==> config.mk <==
export PLATFORM = sky130hd
export DESIGN_NAME = mpe_channel_allocator
export DESIGN_NICKNAME = d
export VERILOG_FILES = /design/src/hdl/mca_pkg.sv /design/src/hdl/mca_div.sv /design/src/hdl/mpe_channel_allocator.sv
export VERILOG_INCLUDE_DIRS = /design/src /design/src/hdl
export SDC_FILE = /design/constraint.sdc
export NUM_CORES = 2
export LEC_CHECK = 0
export BUFFER_PORTS_ARGS = -buffer_cell sky130_fd_sc_hd__buf_2
export CORE_ASPECT_RATIO = 0.5
export CORE_MARGIN = 8
export CORE_UTILIZATION = 55
export CTS_CLUSTER_DIAMETER = 150
export CTS_CLUSTER_SIZE = 12
export DETAILED_ROUTE_END_ITERATION = 12
export PLACE_DENSITY = 0.74
export SYNTH_ARGS = -nofsm -noshare
export SYNTH_HDL_FRONTEND = slang
export SYNTH_SLANG_ARGS = --single-unit
==> constraint.sdc <==
create_clock -name clk_i -period 13.41 [get_ports clk_i]
set_clock_uncertainty 0.05 [all_clocks]
set_input_delay 2.0115 -clock clk_i [delete_from_list [all_inputs] [get_ports clk_i]]
set_output_delay 2.0115 -clock clk_i [all_outputs]
set_load 0.05 [all_outputs]
==> src/hdl/mpe_channel_allocator_defines.svh <==
// assertion macros for the channel allocator
`ifndef MPE_CHANNEL_ALLOCATOR_DEFINES_SVH
`define MPE_CHANNEL_ALLOCATOR_DEFINES_SVH

`ifndef ASSERT_OFF
// property checked on clk_i, off while rst_ni is low
`define MCA_ASSERT(lbl, prop, msg) \
  lbl: assert property (@(posedge clk_i) disable iff (!rst_ni) prop) else $error(msg);
// same with an explicit clock and reset
`define MCA_ASSERT_CLK(lbl, clk, rstn, prop, msg) \
  lbl: assert property (@(posedge clk) disable iff (!rstn) prop) else $error(msg);
`else
`define MCA_ASSERT(lbl, prop, msg)
`define MCA_ASSERT_CLK(lbl, clk, rstn, prop, msg)
`endif

`endif

==> src/hdl/mca_pkg.sv <==
`default_nettype none
package mca_pkg;

  localparam int unsigned SPAN_W   = 7;
  localparam int unsigned TBL_W    = 21;
  localparam int unsigned SEMI_W   = 27;
  localparam int unsigned ABSD_W   = 25;
  localparam int unsigned MAG_W    = 39;
  localparam int unsigned NUM_W    = 23;
  localparam int unsigned BEND_W   = 14;

  localparam logic [SPAN_W-1:0] SPAN_RST = 7'd48;
  localparam logic [SPAN_W-1:0] SPAN_MAX = 7'd96;

  // log2(middle c) in q5.16 and 60 semitones in q.16
  localparam logic signed [SEMI_W-1:0] C4_Q16     = 27'sd526343;
  localparam logic signed [SEMI_W-1:0] SEMI60_Q16 = 27'sd3932160;
  localparam logic signed [SEMI_W-1:0] HALF_Q16   = 27'sd32768;

  localparam logic [NUM_W-1:0]  BEND_MID_Q = 23'd8192;
  localparam logic [NUM_W-1:0]  BEND_POS_Q = 23'd8191;
  localparam logic [BEND_W-1:0] BEND_MID   = 14'd8192;
  localparam logic [BEND_W-1:0] BEND_MAX   = 14'd16383;
  localparam logic [6:0]        NOTE_MAX   = 7'd127;

  localparam logic [3:0] MSG_NOTE_OFF = 4'h8;
  localparam logic [3:0] MSG_NOTE_ON  = 4'h9;
  localparam logic [3:0] MSG_BEND     = 4'hE;

  localparam logic [1:0] LEN_FULL = 2'd3;

  typedef enum logic [1:0] {
    CMD_MIDI   = 2'd0,
    CMD_TBL_WR = 2'd1,
    CMD_RETUNE = 2'd2,
    CMD_TICK   = 2'd3
  } cmd_e;

  typedef struct packed {
    logic busy;
    logic done;
  } div_stat_t;

endpackage
`default_nettype wire

==> src/hdl/mca_div.sv <==
`default_nettype none
// restoring divider, one quotient bit per cycle
module mca_div import mca_pkg::*; (
  input  wire logic              clk_i,
  input  wire logic              rst_ni,
  input  wire logic              start_i,
  input  wire logic [NUM_W-1:0]  num_i,
  input  wire logic [SPAN_W-1:0] den_i,
  output div_stat_t              stat_o,
  output logic      [NUM_W-1:0]  quot_o
);

  localparam int unsigned CNT_W = $clog2(NUM_W);

  logic [NUM_W-1:0]  acc_q;
  logic [SPAN_W-1:0] rem_q;
  logic [SPAN_W-1:0] den_q;
  logic [CNT_W-1:0]  cnt_q;
  logic              busy_q;
  logic              done_q;

  logic [SPAN_W:0]   trial;
  logic              ge;
  logic [SPAN_W:0]   diff;

  always_comb begin
    trial = {rem_q, acc_q[NUM_W-1]};
    ge    = trial >= {1'b0, den_q};
    diff  = trial - {1'b0, den_q};
  end

  always_ff @(posedge clk_i or negedge rst_ni) begin
    if (!rst_ni) begin
      busy_q <= 1'b0;
      done_q <= 1'b0;
      cnt_q  <= '0;
    end else begin
      done_q <= 1'b0;
      if (start_i) begin
        busy_q <= 1'b1;
        cnt_q  <= '0;
      end else if (busy_q) begin
        if (cnt_q == CNT_W'(NUM_W - 1)) begin
          busy_q <= 1'b0;
          done_q <= 1'b1;
        end
        cnt_q <= cnt_q + 1'b1;
      end
    end
  end

  always_ff @(posedge clk_i) begin
    if (start_i) begin
      acc_q <= num_i;
      rem_q <= '0;
      den_q <= den_i;
    end else if (busy_q) begin
      acc_q <= {acc_q[NUM_W-2:0], ge};
      rem_q <= ge ? diff[SPAN_W-1:0] : trial[SPAN_W-1:0];
    end
  end

  assign stat_o.busy = busy_q;
  assign stat_o.done = done_q;
  assign quot_o      = acc_q;

endmodule
`default_nettype wire

==> src/hdl/mpe_channel_allocator.sv <==
`default_nettype none
// mpe channel allocator: spreads incoming midi notes over NUM_CHANNELS channels from
// FIRST_CHANNEL up, taking the least recently used voice and stealing it with a note-off
// when it still sounds. each note is retuned from a 128-entry table of log2 frequencies
// (q5.16): the block emits a pitch bend and then the note-on on the nearest 12-tet note.
// the tuning table is not cleared at reset and must be written before a note reads it.
// one input word is handled at a time and in_stall_o stays high until its work is done.
// the work is a voice scan (one voice per cycle), an order-stack scan (one entry per
// cycle) and a restoring divider for the bend: a note-on runs the voice scan, the bend
// datapath with the divider and the order-stack scan, a retune runs the bend datapath for
// each sounding voice, a tick steps through the voices. results leave through an output
// register, so the next word is accepted while the last result still waits.
module mpe_channel_allocator import mca_pkg::*; #(
  parameter int unsigned NUM_CHANNELS  = 15,
  parameter int unsigned FIRST_CHANNEL = 2
) (
  input  wire logic              clk_i,
  input  wire logic              rst_ni,
  // configuration: bend span in semitones
  input  wire logic              cfg_we_i,
  input  wire logic [SPAN_W-1:0] cfg_wdata_i,
  // input words
  input  wire logic              in_valid_i,
  output logic                   in_stall_o,
  input  wire logic [1:0]        cmd_i,
  input  wire logic [7:0]        status_byte_i,
  input  wire logic [7:0]        data1_i,
  input  wire logic [7:0]        data2_i,
  input  wire logic [1:0]        msg_len_i,
  input  wire logic [6:0]        table_index_i,
  input  wire logic [TBL_W-1:0]  table_value_i,
  // output words
  output logic                   out_valid_o,
  input  wire logic              out_stall_i,
  output logic [7:0]             out_byte0_o,
  output logic [7:0]             out_byte1_o,
  output logic [7:0]             out_byte2_o,
  output logic [1:0]             out_length_o,
  output logic                   last_o
);

`include "mpe_channel_allocator_defines.svh"

  localparam int unsigned VW = (NUM_CHANNELS > 1) ? $clog2(NUM_CHANNELS) : 1;
  localparam logic [VW-1:0] LAST_V = VW'(NUM_CHANNELS - 1);

  typedef enum logic [18:0] {
    S_IDLE  = 19'h00001,
    S_FIND  = 19'h00002,
    S_EXOFF = 19'h00004,
    S_STEAL = 19'h00008,
    S_TRD   = 19'h00010,
    S_SEMI  = 19'h00020,
    S_NOTE  = 19'h00040,
    S_MAG1  = 19'h00080,
    S_MAG2  = 19'h00100,
    S_DIV   = 19'h00200,
    S_BEND  = 19'h00400,
    S_EMB   = 19'h00800,
    S_EMN   = 19'h01000,
    S_PASS  = 19'h02000,
    S_FOFF  = 19'h04000,
    S_RT    = 19'h08000,
    S_TK    = 19'h10000,
    S_OSCAN = 19'h20000,
    S_OAPP  = 19'h40000
  } state_e;

  state_e state_q, state_d, ret_q;

  // configuration
  logic [SPAN_W-1:0] span_q;

  // latched word
  logic [7:0] st_q, note_q, vel_q;
  logic [1:0] len_q;
  logic       onpath_q;

  // voice state
  logic [NUM_CHANNELS-1:0] active_q;
  logic [7:0]              src_q  [NUM_CHANNELS];
  logic [6:0]              snd_q  [NUM_CHANNELS];
  logic [BEND_W-1:0]       bend_q [NUM_CHANNELS];
  logic [VW-1:0]           order_q [NUM_CHANNELS];
  logic                    due_q;

  // tuning table
  logic [TBL_W-1:0] tbl_mem [128];
  logic [TBL_W-1:0] tdata_q;
  logic [6:0]       taddr;

  // sequencer registers
  logic [VW-1:0] vidx_q;
  logic [VW-1:0] j_q, ov_q, r_q, p_q;
  logic          rf_q, pf_q, top_q;

  // bend datapath
  logic signed [SEMI_W-1:0] s_q;
  logic [6:0]               nn_q;
  logic                     neg_q;
  logic [ABSD_W-1:0]        absd_q;
  logic [MAG_W-1:0]         m_q;

  // divider
  logic              div_start;
  logic [NUM_W-1:0]  div_num;
  logic [NUM_W-1:0]  div_quot;
  div_stat_t         div_stat;

  // output register
  logic       out_valid_q;
  logic [7:0] ob0_q, ob1_q, ob2_q;
  logic [1:0] olen_q;
  logic       olast_q;

  logic       free;
  logic       emit;
  logic [7:0] e0, e1, e2;
  logic       elast;

  logic [7:0] in_note, in_vel;
  logic [3:0] in_type;
  logic       accept;

  logic               match;
  logic [VW-1:0]      cur_ord;
  logic               more_act;
  logic [6:0]         nn_calc;
  logic [10:0]        rnd_hi;
  logic signed [SEMI_W-1:0] rnd, delta, sx;
  logic [MAG_W-1:0]   mag_sum;
  logic [BEND_W-1:0]  bend_new;
  logic [VW-1:0]      pos;
  logic [VW-1:0]      lp [NUM_CHANNELS];
  logic [VW-1:0]      ord_new [NUM_CHANNELS];

  function automatic logic [3:0] chan_of(input logic [VW-1:0] v);
    chan_of = 4'(FIRST_CHANNEL - 1) + 4'(v);
  endfunction

  // input decode
  assign in_note  = (msg_len_i >= 2'd2) ? data1_i : 8'd0;
  assign in_vel   = (msg_len_i >= 2'd3) ? data2_i : 8'd0;
  assign in_type  = status_byte_i[7:4];
  assign in_stall_o = (state_q != S_IDLE);
  assign accept   = in_valid_i && !in_stall_o;

  assign free = !out_valid_q || !out_stall_i;

  assign match   = active_q[vidx_q] && (src_q[vidx_q] == note_q);
  assign cur_ord = order_q[j_q];

  // any sounding voice above the current one, for the tick's last flag
  always_comb begin
    more_act = 1'b0;
    for (int i = 0; i < NUM_CHANNELS; i++) begin
      if (VW'(i) > vidx_q && active_q[i]) more_act = 1'b1;
    end
  end

  // table read address
  assign taddr = onpath_q ? note_q[6:0] : src_q[vidx_q][6:0];

  // semitones q.16: (t - c4) * 12 + 60
  always_comb begin
    sx = $signed({{(SEMI_W-TBL_W){1'b0}}, tdata_q}) - C4_Q16;
  end

  // nearest note, rounded half away, clamped
  always_comb begin
    rnd    = s_q + HALF_Q16;
    rnd_hi = rnd[26:16];
    if (s_q < 0)                    nn_calc = 7'd0;
    else if (rnd_hi > 11'(NOTE_MAX)) nn_calc = NOTE_MAX;
    else                            nn_calc = rnd_hi[6:0];
  end

  always_comb begin
    delta = s_q - $signed({4'd0, (onpath_q ? nn_calc : snd_q[vidx_q]), 16'd0});
  end

  // |delta| * 8191 + span/2 in q.16, the divide by span is left
  assign mag_sum = m_q + (MAG_W'(span_q) << 15);
  assign div_num = mag_sum[MAG_W-1:16];
  assign div_start = (state_q == S_MAG2);

  // bend = 8192 +/- quotient, saturated
  always_comb begin
    if (neg_q) begin
      bend_new = (div_quot > BEND_MID_Q) ? '0 : BEND_MID - div_quot[BEND_W-1:0];
    end else begin
      bend_new = (div_quot > BEND_POS_Q) ? BEND_MAX : BEND_MID + div_quot[BEND_W-1:0];
    end
  end

  // order stack rewrite: remove ov at r, insert at pos
  always_comb begin
    if (top_q || !pf_q)  pos = LAST_V;
    else if (p_q < r_q)  pos = p_q;
    else                 pos = p_q - 1'b1;
    for (int k = 0; k < NUM_CHANNELS; k++) begin
      if (VW'(k) < r_q) lp[k] = order_q[k];
      else              lp[k] = order_q[(k == NUM_CHANNELS - 1) ? k : k + 1];
    end
    for (int k = 0; k < NUM_CHANNELS; k++) begin
      if (VW'(k) < pos)       ord_new[k] = lp[k];
      else if (VW'(k) == pos) ord_new[k] = ov_q;
      else                    ord_new[k] = lp[(k == 0) ? 0 : k - 1];
    end
  end

  // sequencer next state and result words
  always_comb begin
    state_d = state_q;
    emit    = 1'b0;
    e0      = '0;
    e1      = '0;
    e2      = '0;
    elast   = 1'b0;
    case (state_q)
      S_IDLE: begin
        if (accept) begin
          case (cmd_e'(cmd_i))
            CMD_MIDI: begin
              if (msg_len_i == 2'd0) state_d = S_IDLE;
              else if (in_type == MSG_NOTE_ON || in_type == MSG_NOTE_OFF) state_d = S_FIND;
              else state_d = S_PASS;
            end
            CMD_TBL_WR, CMD_RETUNE: state_d = S_RT;
            CMD_TICK: state_d = due_q ? S_TK : S_IDLE;
            default: state_d = S_IDLE;
          endcase
        end
      end
      S_FIND: begin
        if (match) state_d = onpath_q ? S_EXOFF : S_FOFF;
        else if (vidx_q == LAST_V) state_d = onpath_q ? S_STEAL : S_PASS;
      end
      S_EXOFF: begin
        if (free) begin
          emit    = 1'b1;
          e0      = {MSG_NOTE_OFF, chan_of(vidx_q)};
          e1      = {1'b0, snd_q[vidx_q]};
          state_d = S_OSCAN;
        end
      end
      S_STEAL: begin
        if (active_q[order_q[0]]) begin
          if (free) begin
            emit    = 1'b1;
            e0      = {MSG_NOTE_OFF, chan_of(order_q[0])};
            e1      = {1'b0, snd_q[order_q[0]]};
            state_d = S_TRD;
          end
        end else begin
          state_d = S_TRD;
        end
      end
      S_TRD:  state_d = S_SEMI;
      S_SEMI: state_d = S_NOTE;
      S_NOTE: state_d = S_MAG1;
      S_MAG1: state_d = S_MAG2;
      S_MAG2: state_d = S_DIV;
      S_DIV:  if (div_stat.done) state_d = S_BEND;
      S_BEND: begin
        if (onpath_q) state_d = S_OSCAN;
        else if (vidx_q == LAST_V) state_d = S_IDLE;
        else state_d = S_RT;
      end
      S_EMB: begin
        if (free) begin
          emit    = 1'b1;
          e0      = {MSG_BEND, chan_of(vidx_q)};
          e1      = {1'b0, bend_q[vidx_q][6:0]};
          e2      = {1'b0, bend_q[vidx_q][13:7]};
          state_d = S_EMN;
        end
      end
      S_EMN: begin
        if (free) begin
          emit    = 1'b1;
          e0      = {MSG_NOTE_ON, chan_of(vidx_q)};
          e1      = {1'b0, snd_q[vidx_q]};
          e2      = vel_q;
          elast   = 1'b1;
          state_d = S_IDLE;
        end
      end
      S_PASS: begin
        if (free) begin
          emit    = 1'b1;
          e0      = st_q;
          e1      = note_q;
          e2      = vel_q;
          elast   = 1'b1;
          state_d = S_IDLE;
        end
      end
      S_FOFF: begin
        if (free) begin
          emit    = 1'b1;
          e0      = {MSG_NOTE_OFF, chan_of(vidx_q)};
          e1      = {1'b0, snd_q[vidx_q]};
          e2      = vel_q;
          elast   = 1'b1;
          state_d = S_OSCAN;
        end
      end
      S_RT: begin
        if (active_q[vidx_q]) state_d = S_TRD;
        else if (vidx_q == LAST_V) state_d = S_IDLE;
      end
      S_TK: begin
        if (active_q[vidx_q]) begin
          if (free) begin
            emit  = 1'b1;
            e0    = {MSG_BEND, chan_of(vidx_q)};
            e1    = {1'b0, bend_q[vidx_q][6:0]};
            e2    = {1'b0, bend_q[vidx_q][13:7]};
            elast = !more_act;
            if (vidx_q == LAST_V) state_d = S_IDLE;
          end
        end else if (vidx_q == LAST_V) begin
          state_d = S_IDLE;
        end
      end
      S_OSCAN: if (j_q == LAST_V) state_d = S_OAPP;
      S_OAPP:  state_d = ret_q;
      default: state_d = S_IDLE;
    endcase
  end

  // control state
  always_ff @(posedge clk_i or negedge rst_ni) begin
    if (!rst_ni) begin
      state_q     <= S_IDLE;
      ret_q       <= S_IDLE;
      span_q      <= SPAN_RST;
      active_q    <= '0;
      due_q       <= 1'b0;
      out_valid_q <= 1'b0;
      vidx_q      <= '0;
      j_q         <= '0;
      rf_q        <= 1'b0;
      pf_q        <= 1'b0;
      top_q       <= 1'b0;
      onpath_q    <= 1'b0;
      for (int i = 0; i < NUM_CHANNELS; i++) order_q[i] <= VW'(i);
    end else begin
      state_q <= state_d;

      if (cfg_we_i && cfg_wdata_i != '0 && cfg_wdata_i <= SPAN_MAX) span_q <= cfg_wdata_i;

      if (emit)             out_valid_q <= 1'b1;
      else if (!out_stall_i) out_valid_q <= 1'b0;

      case (state_q)
        S_IDLE: begin
          if (accept) begin
            vidx_q   <= '0;
            onpath_q <= (cmd_e'(cmd_i) == CMD_MIDI) && (in_type == MSG_NOTE_ON) &&
                        (in_vel != 8'd0);
            case (cmd_e'(cmd_i))
              CMD_TBL_WR, CMD_RETUNE: due_q <= 1'b1;
              CMD_TICK: due_q <= 1'b0;
              default: ;
            endcase
          end
        end
        S_FIND: begin
          if (!match && vidx_q != LAST_V) vidx_q <= vidx_q + 1'b1;
        end
        S_EXOFF: begin
          if (free) begin
            active_q[vidx_q] <= 1'b0;
            ov_q  <= vidx_q;
            top_q <= 1'b0;
            j_q   <= '0;
            rf_q  <= 1'b0;
            pf_q  <= 1'b0;
            ret_q <= S_STEAL;
          end
        end
        S_STEAL: begin
          if (active_q[order_q[0]]) begin
            if (free) begin
              active_q[order_q[0]] <= 1'b0;
              vidx_q <= order_q[0];
            end
          end else begin
            vidx_q <= order_q[0];
          end
        end
        S_BEND: begin
          if (onpath_q) begin
            active_q[vidx_q] <= 1'b1;
            ov_q  <= vidx_q;
            top_q <= 1'b1;
            j_q   <= '0;
            rf_q  <= 1'b0;
            pf_q  <= 1'b0;
            ret_q <= S_EMB;
          end else if (vidx_q != LAST_V) begin
            vidx_q <= vidx_q + 1'b1;
          end
        end
        S_FOFF: begin
          if (free) begin
            active_q[vidx_q] <= 1'b0;
            ov_q  <= vidx_q;
            top_q <= 1'b0;
            j_q   <= '0;
            rf_q  <= 1'b0;
            pf_q  <= 1'b0;
            ret_q <= S_IDLE;
          end
        end
        S_RT: begin
          if (!active_q[vidx_q] && vidx_q != LAST_V) vidx_q <= vidx_q + 1'b1;
        end
        S_TK: begin
          if ((!active_q[vidx_q] || free) && vidx_q != LAST_V) vidx_q <= vidx_q + 1'b1;
        end
        S_OSCAN: begin
          if (cur_ord == ov_q) rf_q <= 1'b1;
          if (!pf_q && active_q[cur_ord]) pf_q <= 1'b1;
          if (j_q != LAST_V) j_q <= j_q + 1'b1;
        end
        S_OAPP: begin
          for (int k = 0; k < NUM_CHANNELS; k++) order_q[k] <= ord_new[k];
        end
        default: ;
      endcase
    end
  end

  // payload registers
  always_ff @(posedge clk_i) begin
    if (accept) begin
      st_q   <= status_byte_i;
      note_q <= in_note;
      vel_q  <= in_vel;
      len_q  <= msg_len_i;
    end
    if (emit) begin
      ob0_q   <= e0;
      ob1_q   <= e1;
      ob2_q   <= e2;
      olen_q  <= (state_q == S_PASS) ? len_q : LEN_FULL;
      olast_q <= elast;
    end
    if (state_q == S_OSCAN) begin
      if (cur_ord == ov_q) r_q <= j_q;
      if (!pf_q && active_q[cur_ord]) p_q <= j_q;
    end
    if (state_q == S_SEMI) s_q <= (sx <<< 3) + (sx <<< 2) + SEMI60_Q16;
    if (state_q == S_NOTE) begin
      nn_q   <= onpath_q ? nn_calc : snd_q[vidx_q];
      neg_q  <= delta < 0;
      absd_q <= (delta < 0) ? ABSD_W'(-delta) : ABSD_W'(delta);
    end
    // |delta| * 8191 as shift and subtract
    if (state_q == S_MAG1) m_q <= (MAG_W'(absd_q) << 13) - MAG_W'(absd_q);
    if (state_q == S_BEND) begin
      bend_q[vidx_q] <= bend_new;
      if (onpath_q) begin
        src_q[vidx_q] <= note_q;
        snd_q[vidx_q] <= nn_q;
      end
    end
  end

  // tuning table memory
  always_ff @(posedge clk_i) begin
    if (accept && cmd_e'(cmd_i) == CMD_TBL_WR) tbl_mem[table_index_i] <= table_value_i;
    if (state_q == S_TRD) tdata_q <= tbl_mem[taddr];
  end

  mca_div u_div (
    .clk_i   (clk_i),
    .rst_ni  (rst_ni),
    .start_i (div_start),
    .num_i   (div_num),
    .den_i   (span_q),
    .stat_o  (div_stat),
    .quot_o  (div_quot)
  );

  assign out_valid_o  = out_valid_q;
  assign out_byte0_o  = ob0_q;
  assign out_byte1_o  = ob1_q;
  assign out_byte2_o  = ob2_q;
  assign out_length_o = olen_q;
  assign last_o       = olast_q;

  // the divider only finishes while the sequencer waits for it
  `MCA_ASSERT(a_div_done_in_wait, div_stat.done |-> state_q == S_DIV, "divider done outside wait")
  // the voice being moved must have been found in the order stack
  `MCA_ASSERT(a_order_found, state_q == S_OAPP |-> rf_q, "voice missing from order stack")
  // the oldest order entry names a real voice whenever a steal looks at it
  `MCA_ASSERT(a_order_range, state_q == S_STEAL |-> order_q[0] <= LAST_V, "order entry out of range")

endmodule
`default_nettype wire

==> flow_metrics.py <==
metrics = {
    "routing": {
        "m1WireLength_um": 150000,
        "drt_iter0_markers": 15200,
        "ant_nets": 0,
        "wl_met2_um": 185000,
        "top_layer": "met5",
        "vias": 96300,
        "via_per_inst": 6.59,
        "dr.pass1.iters": 7,
        "wl_per_cell_um": 28.5,
        "wl_met3_um": 59200,
        "drc": 0,
        "wl_um": 416000,
    },
    "synthesis": {
        "synth_area_um2": 145000,
        "synthCells": 11100,
        "synth-adder-area-share_pct": 0.852,
        "seq_area_frac_synth_pct": 70.9,
        "synth-xor-area-share_pct": 0.832,
        "synth_nets": 11300,
        "yosys.area_share.simple_pct": 14.2,
        "synth_mux_area_share_pct": 4.01,
        "async_flop_share_pct": 3.59,
        "synth_compound_area_share_pct": 6.46,
        "ys_types": 105,
        "synth_edf_count": 3319,
        "avgSynthCellArea_um2": 13.1,
        "synth_top_family_by_area": "simple AND/OR/NAND/NOR gates",
        "synth_warnings": 0,
        "ys_seq_elements": 3450,
        "synth-main-ff-cell": "edfxtp_1",
    },
    "finish": {
        "final_nets": 11200,
        "final_common_cell": "edfxtp_1",
        "areaGrowthSynthToFinish_pct": 9.25,
        "mostFrequentLayoutCells": "3319 x edfxtp_1, 2701 x nand2_1, 1220 x nand3_1, 335 x clkbuf_16, 279 x a21oi_1",
        "multi_input_area_um2": 39500,
        "layout.area.seq_um2": 103000,
        "filler_cell_count": 19100,
        "instances_no_fill": 14600,
        "drive_above_1_share_pct": 9.85,
    },
    "sta": {
        "setup_tns_ns": 0,
        "tightest_slew_ns": 1.45,
        "slew_violations": 0,
        "post-route-min-period_ns": 7.22,
        "setup_viol": 0,
        "min_period_over_period_pct": 53.9,
        "fmaxAchievable_mhz": 138,
        "slew_headroom_pct": 3.34,
        "grt_setup_unrepaired": "no",
        "finalHoldViolCount": 0,
        "setup_ws_ns": 6.19,
    },
    "worst_setup_path": {
        "r2r_cells": 13,
        "startpoint": "vidx_q[0]",
        "start_kind": "register",
        "rr_startpoint": "vidx_q[0]",
        "cp.arrival_ns": 7.89,
        "reg2reg_to": "tdata_q[14]",
        "path_max_fanout": 173,
        "path_class": "reg -> reg",
        "cp-end-kind": "register",
        "endpoint": "tdata_q[14]",
        "required_ns": 14.08,
        "ff2ff_setup_slack_ns": 6.19,
    },
    "placement": {
        "place.gp.congestion": 0.902,
        "dp_cells": 14200,
        "io_buffers": 96,
        "dp_hpwl_um": 238000,
        "place_ws_ns": 6.50,
    },
    "die": {
        "die_h_um": 379,
        "io_pins": 97,
        "die_x_um": 742,
        "dieArea_um2": 282000,
        "rows": 133,
        "core_area_um2": 263000,
        "start_util_pct": 55.3,
    },
    "clock_tree": {
        "cts-root-buf": "clkbuf_16",
        "clk_pin_slew_worst_paths_ns": 0.06,
        "hold_buffers": 0,
        "clkLatencyLatePin_ns": 0.90,
        "post_cts_buffers": 0,
        "cts.sinks": 3450,
        "numCtsBuffers": 329,
        "cts_tree": "done",
        "cts.path.max_buffers": 4,
        "cts-resized-gates": 0,
        "htreeDepth": 5,
    },
    "pwr": {
        "leakagePower_nw": 53.5,
        "peakVddDrop_v": 0.000160,
        "cellPowerDensity_nw_per_um2": 172,
    },
    "min_path": {
        "min_delay_path_depth": 2,
        "hold_path.class": "reg -> reg",
    },
    "grt": {
        "grt_start_max_net_pins": 204,
        "antenna_found_initial": 24,
        "grt_overflow": 0,
        "grt_pass1_wl_um": 602000,
        "grt.total_usage_pct": 28.6,
        "first_global_vias": 91200,
    },
    "run_status": {
        "status": "completed",
    },
    "flow_run": {
        "drv_cap": 0,
    },
}
==> flip-flops by register name, indices dropped and copies added, names as in the netlist, 15 cells and up <==
register      count
tdata_q          21
absd_q           23
u_div.quot_o     23
bend_q          210
s_q              25
src_q           120
state_q          19
snd_q           105
m_q              24
tbl_mem        2688
order_q          56
active_q         15
==> worst min-delay path by stage <==
stage / from / end / slack [ns]
after floorplan: vidx_q[2] / ov_q[2] / 0.37
after global placement: s_q[2] / absd_q[2] / 0.39
after detailed placement: s_q[2] / absd_q[2] / 0.39
after CTS: u_div.rem_q[6] / u_div.rem_q[6] / 0.43
after global routing: span_q[0] / u_div.den_q[0] / 0.46
final: u_div.rem_q[6] / u_div.rem_q[6] / 0.43
==> cell families after synthesis <==
family / count (synthesis)
buf+inv: 869
mux: 408
compound gates: 1379
xor+xnor: 137
fa+ha+maj: 97
flops: 3450
simple gates: 4756
==> Yosys cell counts, types with 122 or more instances <==
cell	instances	share of area (%)
inv_1	175	0.45
a21oi_1	279	0.96
nand2_1	2704	7.0
nor2_1	354	0.92
edfxtp_1	3319	69
nand4_1	135	0.58
mux4_2	122	1.9
mux2i_1	239	1.6
o21ai_0	182	0.63
nand3_1	1222	4.2
a31oi_1	199	0.86
clkbuf_1	306	0.79
buf_2	280	0.97
==> where the power goes <==
part	switching [W]	total (W)	internal, W
registers	0.0000657	0.0120	0.0119
logic	0.00518	0.00708	0.00190
clock network	0.00383	0.00827	0.00445
==> stage by stage <==
step / power (W) / hold slack [ns] / area [µm²] / util (%)
4_1_cts: 0.0271 / 0.434 / 159000 / 60.4
5_1_grt: 0.0281 / 0.462 / 159000 / 60.4
2_1_floorplan: 0.0166 / 0.370 / 145000 / -
6_report: 0.0273 / 0.435 / 159000 / 60.4
3_5_place_dp: 0.0190 / 0.391 / 150000 / 57.1
3_3_place_gp: 0.0189 / 0.390 / 150000 / 57.0
==> final cells by class <==
class | instances | share of cell area (%)
Sequential cell | 3450 | 64.9
Multi-Input combinational cell | 6777 | 24.9
Clock buffer | 366 | 5.36
Tap cell | 3510 | 2.77
Timing Repair Buffer | 313 | 1.47
Inverter | 183 | 0.433
Clock inverter | 15 | 0.125
Antenna cell | 8 | 0.0126
==> per-layer routing <==
layer	vias up	track usage, %
li1	41100	-
met5	-	0
met4	14	13.2
met1	47100	38.4
met2	6942	43.7
met3	1162	8.06
==> critical path: stages (launching register included) <==
cell	delay (ns)
dfrtp_4	0.84
mux4_1	0.66
mux2_2	0.31
nand2_4	0.53
nand3_4	0.88
buf_12	0.50
buf_12	0.41
buf_4	0.59
mux2i_1	0.21
a32oi_1	0.19
a31oi_1	0.11
a21oi_1	0.43
nand4_1	0.57
nand4_1	0.24
Power figures use the tool's default switching activity.
